File: src/hdl/dhp_pkg.sv
// ----------------------------------------------------------------------------
// dhp_pkg
// Shared types, status codes and default limits for the DER header parser.
// ----------------------------------------------------------------------------
package dhp_pkg;

    // default limits, handed down through the top level parameters
    localparam int DHP_MAX_LENGTH_OCTETS = 4;
    localparam int DHP_MAX_TAG_OCTETS    = 4;

    // field widths fixed by the format
    localparam int TAG_W = 28;
    localparam int LEN_W = 32;

    // result status codes
    localparam logic [1:0] ST_OK       = 2'd0;
    localparam logic [1:0] ST_ZERO_TAG = 2'd1;
    localparam logic [1:0] ST_LEN_LONG = 2'd2;
    localparam logic [1:0] ST_TAG_LONG = 2'd3;

    // one decoded header result
    typedef struct packed {
        logic [1:0]       tag_class;
        logic             constructed;
        logic [TAG_W-1:0] tag_number;
        logic [LEN_W-1:0] content_length;
        logic             indefinite;
        logic [1:0]       status;
    } result_t;

endpackage

File: src/hdl/dhp_if.sv
// ----------------------------------------------------------------------------
// dhp_in_if / dhp_out_if
// Valid/ready channels for header octets in and decoded headers out.
// ----------------------------------------------------------------------------
interface dhp_in_if;
    logic       valid;
    logic       ready;
    logic [7:0] data_byte;
    logic       restart;

    modport source (output valid, output data_byte, output restart, input ready);
    modport sink   (input valid, input data_byte, input restart, output ready);
endinterface

interface dhp_out_if;
    logic                      valid;
    logic                      ready;
    logic [1:0]                tag_class;
    logic                      constructed;
    logic [dhp_pkg::TAG_W-1:0] tag_number;
    logic [dhp_pkg::LEN_W-1:0] content_length;
    logic                      indefinite;
    logic [1:0]                status;

    modport source (output valid, output tag_class, output constructed,
                    output tag_number, output content_length,
                    output indefinite, output status, input ready);
    modport sink   (input valid, input tag_class, input constructed,
                    input tag_number, input content_length,
                    input indefinite, input status, output ready);
endinterface

File: src/hdl/dhp_decode.sv
// ----------------------------------------------------------------------------
// dhp_decode
// Header state registers and the one-octet decode step.
// ----------------------------------------------------------------------------
module dhp_decode #(
    parameter int MAX_LENGTH_OCTETS = dhp_pkg::DHP_MAX_LENGTH_OCTETS,
    parameter int MAX_TAG_OCTETS    = dhp_pkg::DHP_MAX_TAG_OCTETS
) (
    input  logic             clk,
    input  logic             rst_n,
    input  logic             in_fire,
    input  logic [7:0]       data_byte,
    input  logic             restart,
    output logic             res_valid,
    output dhp_pkg::result_t res
);

    localparam int TCW = $clog2(MAX_TAG_OCTETS + 1);
    localparam int LCW = $clog2(MAX_LENGTH_OCTETS + 1);
    localparam int TW  = dhp_pkg::TAG_W;
    localparam int LW  = dhp_pkg::LEN_W;

    localparam logic [1:0] PH_IDENT    = 2'd0;
    localparam logic [1:0] PH_HIGHTAG  = 2'd1;
    localparam logic [1:0] PH_LENFIRST = 2'd2;
    localparam logic [1:0] PH_LENLONG  = 2'd3;

    logic [1:0]     phase_reg, phase_next;
    logic [1:0]     class_reg, class_next;
    logic           cons_reg, cons_next;
    logic [TW-1:0]  tag_reg, tag_next;
    logic [TCW-1:0] tcnt_reg, tcnt_next;
    logic [LW-1:0]  len_reg, len_next;
    logic [LCW-1:0] left_reg, left_next;

    logic [1:0]     cur_phase;
    logic [TW-1:0]  tag_shift;
    logic [TCW-1:0] tcnt_inc;
    logic [LW-1:0]  len_shift;
    logic [LCW-1:0] left_dec;
    logic [6:0]     len_count;

    // step arithmetic: shift and merge one octet
    assign cur_phase = restart ? PH_IDENT : phase_reg;
    assign tag_shift = {tag_reg[TW-8:0], data_byte[6:0]};
    assign tcnt_inc  = tcnt_reg + TCW'(1);
    assign len_shift = {len_reg[LW-9:0], data_byte};
    assign left_dec  = (left_reg != '0) ? left_reg - LCW'(1) : left_reg;
    assign len_count = data_byte[6:0];

    // next state and result
    always_comb
    begin
        phase_next = phase_reg;
        class_next = class_reg;
        cons_next  = cons_reg;
        tag_next   = tag_reg;
        tcnt_next  = tcnt_reg;
        len_next   = len_reg;
        left_next  = left_reg;

        res_valid          = 1'b0;
        res.tag_class      = class_reg;
        res.constructed    = cons_reg;
        res.tag_number     = tag_reg;
        res.content_length = '0;
        res.indefinite     = 1'b0;
        res.status         = dhp_pkg::ST_OK;

        if (in_fire)
        begin
            case (cur_phase)
                PH_IDENT:
                begin
                    class_next = data_byte[7:6];
                    cons_next  = data_byte[5];
                    tcnt_next  = '0;
                    len_next   = '0;
                    left_next  = '0;
                    if (data_byte[4:0] == 5'h1f)
                    begin
                        tag_next   = '0;
                        phase_next = PH_HIGHTAG;
                    end
                    else
                    begin
                        tag_next   = TW'(data_byte[4:0]);
                        phase_next = PH_LENFIRST;
                    end
                end
                PH_HIGHTAG:
                begin
                    if (tcnt_reg == '0 && data_byte[6:0] == 7'd0)
                    begin
                        res_valid  = 1'b1;
                        res.status = dhp_pkg::ST_ZERO_TAG;
                        phase_next = PH_IDENT;
                    end
                    else
                    begin
                        tag_next  = tag_shift;
                        tcnt_next = tcnt_inc;
                        if (data_byte[7])
                        begin
                            // continuation octet at the limit ends the header
                            if (tcnt_inc >= TCW'(MAX_TAG_OCTETS))
                            begin
                                res_valid      = 1'b1;
                                res.tag_number = tag_shift;
                                res.status     = dhp_pkg::ST_TAG_LONG;
                                phase_next     = PH_IDENT;
                            end
                        end
                        else
                        begin
                            phase_next = PH_LENFIRST;
                        end
                    end
                end
                PH_LENFIRST:
                begin
                    if (data_byte == 8'h80)
                    begin
                        res_valid      = 1'b1;
                        res.indefinite = 1'b1;
                        phase_next     = PH_IDENT;
                    end
                    else if (!data_byte[7])
                    begin
                        res_valid          = 1'b1;
                        res.content_length = LW'(data_byte);
                        phase_next         = PH_IDENT;
                    end
                    else if (len_count > 7'(MAX_LENGTH_OCTETS))
                    begin
                        res_valid  = 1'b1;
                        res.status = dhp_pkg::ST_LEN_LONG;
                        phase_next = PH_IDENT;
                    end
                    else
                    begin
                        len_next   = '0;
                        left_next  = LCW'(len_count);
                        phase_next = PH_LENLONG;
                    end
                end
                PH_LENLONG:
                begin
                    len_next  = len_shift;
                    left_next = left_dec;
                    if (left_dec == '0)
                    begin
                        res_valid          = 1'b1;
                        res.content_length = len_shift;
                        phase_next         = PH_IDENT;
                    end
                end
                default:
                begin
                    phase_next = PH_IDENT;
                end
            endcase
        end
    end

    // header state
    always_ff @(posedge clk or negedge rst_n)
    begin
        if (!rst_n)
        begin
            phase_reg <= PH_IDENT;
            class_reg <= '0;
            cons_reg  <= 1'b0;
            tag_reg   <= '0;
            tcnt_reg  <= '0;
            len_reg   <= '0;
            left_reg  <= '0;
        end
        else
        begin
            phase_reg <= phase_next;
            class_reg <= class_next;
            cons_reg  <= cons_next;
            tag_reg   <= tag_next;
            tcnt_reg  <= tcnt_next;
            len_reg   <= len_next;
            left_reg  <= left_next;
        end
    end

endmodule

File: src/hdl/dhp_out_reg.sv
// ----------------------------------------------------------------------------
// dhp_out_reg
// Result register that decouples the decoder from a stalling receiver.
// ----------------------------------------------------------------------------
module dhp_out_reg (
    input  logic             clk,
    input  logic             rst_n,
    input  logic             load,
    input  dhp_pkg::result_t res,
    input  logic             out_ready,
    output logic             out_valid,
    output dhp_pkg::result_t out_res,
    output logic             in_ready
);

    logic             valid_reg, valid_next;
    dhp_pkg::result_t res_reg;

    // a new request is taken while the slot is empty or draining
    assign in_ready  = !valid_reg || out_ready;
    assign out_valid = valid_reg;
    assign out_res   = res_reg;

    // slot occupancy
    always_comb
    begin
        valid_next = valid_reg;
        if (load)
        begin
            valid_next = 1'b1;
        end
        else if (out_ready)
        begin
            valid_next = 1'b0;
        end
    end

    always_ff @(posedge clk or negedge rst_n)
    begin
        if (!rst_n)
        begin
            valid_reg <= 1'b0;
        end
        else
        begin
            valid_reg <= valid_next;
        end
    end

    // result payload
    always_ff @(posedge clk)
    begin
        if (load)
        begin
            res_reg <= res;
        end
    end

endmodule

File: src/hdl/der_header_parser_unit.sv
// ----------------------------------------------------------------------------
// der_header_parser_unit
// ASN.1 DER identifier and length header decoder, one octet per cycle while hdr_out drains.
// ----------------------------------------------------------------------------
// Usage:
//   hdr_in carries one header octet per request (data_byte) and a restart
//   flag that drops any partial header and takes the octet as an identifier.
//   hdr_out carries one decoded header per request: class, constructed flag,
//   tag number, content length, indefinite flag and status.
//   Throughput: one octet per cycle, sustained, as long as hdr_out drains.
//   Results: the result of the octet that completes (or fails) a header is
//   presented on hdr_out in the cycle after that octet is accepted, from the
//   result register, which the decode step loads directly.
//   Octets that do not finish a header only update the header state.
//   Receiver stall: the result register holds its request; hdr_in.ready
//   drops only while a result waits and hdr_out.ready is low.
//   Reset: asynchronous, active low; the parser then expects an identifier
//   octet and the result register is empty. No clearing pass is needed.
// ----------------------------------------------------------------------------
module der_header_parser_unit #(
    parameter int MAX_LENGTH_OCTETS = dhp_pkg::DHP_MAX_LENGTH_OCTETS,
    parameter int MAX_TAG_OCTETS    = dhp_pkg::DHP_MAX_TAG_OCTETS
) (
    input  logic        clk,
    input  logic        rst_n,
    dhp_in_if.sink      hdr_in,
    dhp_out_if.source   hdr_out
);

    logic             in_ready;
    logic             in_fire;
    logic             res_valid;
    dhp_pkg::result_t res;
    dhp_pkg::result_t out_res;
    logic             out_valid;

    assign hdr_in.ready = in_ready;
    assign in_fire      = hdr_in.valid && in_ready;

    // decode step and header state
    dhp_decode #(
        .MAX_LENGTH_OCTETS (MAX_LENGTH_OCTETS),
        .MAX_TAG_OCTETS    (MAX_TAG_OCTETS)
    ) u_decode (
        .clk       (clk),
        .rst_n     (rst_n),
        .in_fire   (in_fire),
        .data_byte (hdr_in.data_byte),
        .restart   (hdr_in.restart),
        .res_valid (res_valid),
        .res       (res)
    );

    // result register
    dhp_out_reg u_out_reg (
        .clk       (clk),
        .rst_n     (rst_n),
        .load      (res_valid),
        .res       (res),
        .out_ready (hdr_out.ready),
        .out_valid (out_valid),
        .out_res   (out_res),
        .in_ready  (in_ready)
    );

    // drive the result channel
    assign hdr_out.valid          = out_valid;
    assign hdr_out.tag_class      = out_res.tag_class;
    assign hdr_out.constructed    = out_res.constructed;
    assign hdr_out.tag_number     = out_res.tag_number;
    assign hdr_out.content_length = out_res.content_length;
    assign hdr_out.indefinite     = out_res.indefinite;
    assign hdr_out.status         = out_res.status;

`ifndef SYNTH
    // a waiting result blocks new requests
    a_stall_blocks: assert property (@(posedge clk) disable iff (!rst_n)
        (hdr_out.valid && !hdr_out.ready) |-> !hdr_in.ready)
        else $error("request accepted while result stalled");

    // error results carry no length
    a_err_no_len: assert property (@(posedge clk) disable iff (!rst_n)
        (hdr_out.valid && hdr_out.status != dhp_pkg::ST_OK) |->
        (hdr_out.content_length == '0 && !hdr_out.indefinite))
        else $error("error result with length");

    // indefinite form reports zero length
    a_indef_zero: assert property (@(posedge clk) disable iff (!rst_n)
        (hdr_out.valid && hdr_out.indefinite) |->
        (hdr_out.content_length == '0 && hdr_out.status == dhp_pkg::ST_OK))
        else $error("indefinite result with length or error");

    // a result only appears after an accepted request
    a_res_source: assert property (@(posedge clk) disable iff (!rst_n)
        $rose(hdr_out.valid) |-> $past(in_fire))
        else $error("result without request");
`endif

endmodule
File: src/flat_wrapper.sv
// flat-port wrapper written by rule: the top's interface ports become plain ports
module der_header_parser_unit_flat 
#(
    parameter int MAX_LENGTH_OCTETS = dhp_pkg::DHP_MAX_LENGTH_OCTETS,
    parameter int MAX_TAG_OCTETS    = dhp_pkg::DHP_MAX_TAG_OCTETS
)
  (clk, rst_n, hdr_in_valid, hdr_in_data_byte, hdr_in_restart, hdr_in_ready, hdr_out_valid, hdr_out_tag_class, hdr_out_constructed, hdr_out_tag_number, hdr_out_content_length, hdr_out_indefinite, hdr_out_status, hdr_out_ready);
  dhp_in_if hdr_in_i ();
  dhp_out_if hdr_out_i ();
  input  logic clk;
  input  logic rst_n;
  input wire logic [$bits(hdr_in_i.valid)-1:0] hdr_in_valid;
  input wire logic [$bits(hdr_in_i.data_byte)-1:0] hdr_in_data_byte;
  input wire logic [$bits(hdr_in_i.restart)-1:0] hdr_in_restart;
  output wire logic [$bits(hdr_in_i.ready)-1:0] hdr_in_ready;
  output wire logic [$bits(hdr_out_i.valid)-1:0] hdr_out_valid;
  output wire logic [$bits(hdr_out_i.tag_class)-1:0] hdr_out_tag_class;
  output wire logic [$bits(hdr_out_i.constructed)-1:0] hdr_out_constructed;
  output wire logic [$bits(hdr_out_i.tag_number)-1:0] hdr_out_tag_number;
  output wire logic [$bits(hdr_out_i.content_length)-1:0] hdr_out_content_length;
  output wire logic [$bits(hdr_out_i.indefinite)-1:0] hdr_out_indefinite;
  output wire logic [$bits(hdr_out_i.status)-1:0] hdr_out_status;
  input wire logic [$bits(hdr_out_i.ready)-1:0] hdr_out_ready;
  assign hdr_in_i.valid = hdr_in_valid;
  assign hdr_in_i.data_byte = hdr_in_data_byte;
  assign hdr_in_i.restart = hdr_in_restart;
  assign hdr_in_ready = hdr_in_i.ready;
  assign hdr_out_valid = hdr_out_i.valid;
  assign hdr_out_tag_class = hdr_out_i.tag_class;
  assign hdr_out_constructed = hdr_out_i.constructed;
  assign hdr_out_tag_number = hdr_out_i.tag_number;
  assign hdr_out_content_length = hdr_out_i.content_length;
  assign hdr_out_indefinite = hdr_out_i.indefinite;
  assign hdr_out_status = hdr_out_i.status;
  assign hdr_out_i.ready = hdr_out_ready;
  der_header_parser_unit #(.MAX_LENGTH_OCTETS(MAX_LENGTH_OCTETS), .MAX_TAG_OCTETS(MAX_TAG_OCTETS)) u_core (.clk(clk), .rst_n(rst_n), .hdr_in(hdr_in_i), .hdr_out(hdr_out_i));
endmodule
File: config.mk
export PLATFORM = sky130hd
export DESIGN_NAME = der_header_parser_unit_flat
export DESIGN_NICKNAME = d
export VERILOG_FILES = /design/src/hdl/dhp_pkg.sv /design/src/hdl/dhp_if.sv /design/src/hdl/dhp_decode.sv /design/src/hdl/dhp_out_reg.sv /design/src/hdl/der_header_parser_unit.sv /design/src/flat_wrapper.sv
export SDC_FILE = /design/constraint.sdc
export NUM_CORES = 1
export LEC_CHECK = 0
export ABC_AREA = 1
export BUFFER_PORTS_ARGS = -buffer_cell sky130_fd_sc_hd__buf_4
export CAP_MARGIN = 30
export CORE_MARGIN = 1.5
export CORE_UTILIZATION = 57
export DETAILED_ROUTE_END_ITERATION = 6
export GPL_TIMING_DRIVEN = 1
export PLACE_DENSITY = 0.77
export SYNTH_ARGS = -nofsm -noshare
export SYNTH_HDL_FRONTEND = slang
export SYNTH_SLANG_ARGS = --single-unit
export TNS_END_PERCENT = 50
File: constraint.sdc
create_clock -name clk -period 3.7 [get_ports clk]
set_input_delay 0.37 -clock clk [delete_from_list [all_inputs] [get_ports clk]]
set_output_delay 0.37 -clock clk [all_outputs]
set_load 0.03 [all_outputs]
==> flow_metrics.tcl <==
set metrics [dict create \
    synthArstFlopShare_pct 49.2 \
    groute.usage.overall_pct 23.4 \
    hold-path-endpoint "u_core.u_out_reg.out_valid" \
    cp_max_fo 48 \
    overall_routed_net_length_mm 11.8 \
    timing.critical_path.arrival_ns 3.14 \
    worst_slew_pin_slew_ns 0.893 \
    reg2reg_from "u_core.u_decode.phase_reg[1]" \
    category_of_the_most_critical_setup_path "register to register" \
    cts-root-buf "sky130_fd_sc_hd__clkbuf_8" \
    core-area_um2 9860 \
    startpoint_types "register" \
    cts_num_sinks 130 \
    syn-cell-area_um2 5860 \
    nets 684 \
    clk-insertion-delay-late_ns 0.53 \
    first_global_vias 4095 \
    worst_reg2reg_path_endpoint "u_core.u_out_reg.out_res[3]" \
    final.setup.tns_ns 0 \
    fmax_ghz 0.343 \
    pre_cts_slack_ns 0.721 \
    timing.critical_path.from "u_core.u_decode.phase_reg[1]" \
    globalplace.congestion 0.916 \
    whs_ns 0.125 \
    netlist_instances 584 \
    final_cell_area_um2 7080 \
    largest_cells_by_area_after_synthesis "sky130_fd_sc_hd__edfxtp_1 34%, sky130_fd_sc_hd__dfrtp_1 27%, sky130_fd_sc_hd__nand2_1 12%" \
    numCtsBuffers 17 \
    post_synth.cell_area_avg_um2 10.0 \
    ir_worst_vdd_mv 0.332 \
    postPlaceCellArea_um2 6470 \
    cts_tree "done" \
    worstPathRequired_ns 3.92 \
    n_antenna_cell 0 \
    cts_hold_buf 1 \
    synthDominantCellAreaShare_pct 33.8 \
    ff2ff_path_depth 7 \
    start_util_pct 59.4 \
    fin_crit_ns 2.92 \
    number_of_antenna_violations_at_the_first_check_in_global_routing 0 \
    hold_path_startpoint "hdr_out_ready" \
    final_hold_viol_count 0 \
    num_vias 4240 \
    p_per_area_nw_per_um2 575 \
    dp.final_hpwl_mm 7.64 \
    synth_sequential_area_ratio_pct 61.2 \
    worstSetupEndpointType "register" \
    global_route.overflow_total 0 \
    layout-drive-gt1-share_pct 26.1 \
    synthesis_warnings 0 \
    largest_register_ffs 66 \
    slew_viol_final 0 \
    postRouteAntennaNets 0 \
    number_of_top_level_pins 81 \
    grt_max_degree 65 \
    synth_ff_type "sky130_fd_sc_hd__edfxtp_1" \
    synth_fp_nets 606 \
    dr.pass1.iters 5 \
    worstHoldPathType "primary input to register" \
    period_share_pct 78.9 \
    synth_top_cell_by_area "sky130_fd_sc_hd__edfxtp_1" \
    grt_first_pass_wirelength_mm 19.7 \
    count_of_flip_flops_with_a_built_in_enable_after_synthesis 66 \
    worst_slack_ns 0.781 \
    synth.ff_latch_count 130 \
    run_status "complete, no violations" \
    layout_stage_area_growth_over_the_synthesis_result_pct 20.9 \
    htreeDepth 4 \
    synthTopCellsByCount "185 x sky130_fd_sc_hd__nand2_1, 66 x sky130_fd_sc_hd__edfxtp_1, 64 x sky130_fd_sc_hd__dfrtp_1" \
    whs_path_depth 4 \
    post_synth_num_cell_types 27 \
    route.detailed.vias_per_inst 5.25 \
    max_clock_skew_ns 0.00775 \
    yosysMostFrequentCell "sky130_fd_sc_hd__nand2_1" \
    fillerInstances 688 \
    io_buffer_count 80 \
    drt-wirelength-per-cell_um 14.6 \
    number_of_standard_cell_rows_in_the_floorplan 36 \
    setup_violations 0 \
    clk_pin_slew_ns 0.06 \
    reg2reg_slack_ns 0.78 \
    post_cts.resized_instances 0 \
    dieArea_um2 10900 \
    drc 0 \
    drtIter0Drc 331 \
    cts-root-to-sink-buffers 2 \
    rsz0062_at_grt "false" \
    fp.dieW_um 104 \
    slew-limit-headroom_pct 40.3 \
    die_height_um 104 \
    p_leak_uw 0.00292 \
    cts_post_setup_buffers_inserted 0 \
    timing.max_cap.violations 0 \
]
power by group:
group          leakage (uW)  switching (uW)  internal (uW)
Clock              0.000278             615           1060
Combinational       0.00118             483            190
Sequential          0.00146            71.9           1650
Total               0.00292            1170           2900
worst max-delay path: stages, from the launching register on:
cell and delay (ns):
sky130_fd_sc_hd__dfrtp_1 0.38, sky130_fd_sc_hd__nand2_1 0.36, sky130_fd_sc_hd__ha_1 0.72, sky130_fd_sc_hd__nand2_1 0.20, sky130_fd_sc_hd__nand3_1 0.13, sky130_fd_sc_hd__nand2_1 0.09, sky130_fd_sc_hd__inv_2 0.38, sky130_fd_sc_hd__buf_12 0.31
per-stage QoR:
stage / power (uW) / utilization [%] / std cells
finish: 4070 / 71.8 / 807
global route: 4230 / 71.8 / 807
CTS: 4090 / 71.8 / 807
detailed placement: 2420 / 65.6 / 775
global placement: 2390 / 65.6 / 775
floorplan: 2250 / - / 584
kinds of logic (layout without fill, tap and decap cells):
| group | after synthesis | after routing | share of synthesized area, % |
|---|---|---|---|
| DFF | 130 | 130 | 61.2 |
| xor gates and xnor gates | 1 | 1 | 0.150 |
| buffers and inverters | 85 | 175 | 7.20 |
| AOI/OAI and AO/OA | 96 | 96 | 11.5 |
| and+or+nand+nor | 263 | 263 | 18.1 |
| adders and majority gates | 9 | 9 | 1.92 |
per-layer routing:
layer,vias to the layer above,global-route usage (%),wire length (um)
met5,-,0,0
li1,2058,-,-
met3,19,7.02,625
met2,132,36.7,5740
met4,0,9.23,178
met1,2031,30.7,5270
cell usage in the layout (no fill, tap or decap), drive strengths merged:
cell / Yosys / routed
a21boi: 1 / 1
a21oi: 10 / 10
buf: 19 / 85
bufinv: 0 / 3
clkbuf: 8 / 19
clkinv: 0 / 4
clkinvlp: 0 / 5
dfrtp: 64 / 64
dlygate4sd3: 0 / 1
edfxtp: 66 / 66
ha: 9 / 9
inv: 58 / 58
nand2: 188 / 188
nand3: 12 / 12
nand4: 1 / 1
nor2: 50 / 50
nor3: 4 / 4
nor4: 8 / 8
o21ai: 82 / 82
o22ai: 3 / 3
xor2: 1 / 1
how the worst max path moves through the flow:
stage                     slack (ns)  depth (start not counted)                           end
final                           0.78                          7   u_core.u_out_reg.out_res[3]
after global routing            0.57                          7   u_core.u_out_reg.out_res[4]
after CTS                       0.81                          7  u_core.u_out_reg.out_res[58]
after detailed placement        0.72                          9  u_core.u_out_reg.out_res[30]
after global placement          0.81                          9  u_core.u_out_reg.out_res[21]
after floorplan                 0.46                         10   u_core.u_out_reg.out_res[0]
cell type report:
| type | count | area [um^2] | share of cell area, % |
|---|---|---|---|
| Clock buffer | 19 | 442 | 6.24 |
| Clock inverter | 12 | 159 | 2.24 |
| Inverter | 58 | 218 | 3.07 |
| Multi-Input combinational cell | 369 | 1850 | 26.2 |
| Sequential cell | 130 | 3580 | 50.6 |
| Tap cell | 133 | 166 | 2.35 |
| Timing Repair Buffer | 86 | 661 | 9.33 |
(Power assumes the default switching activity.)
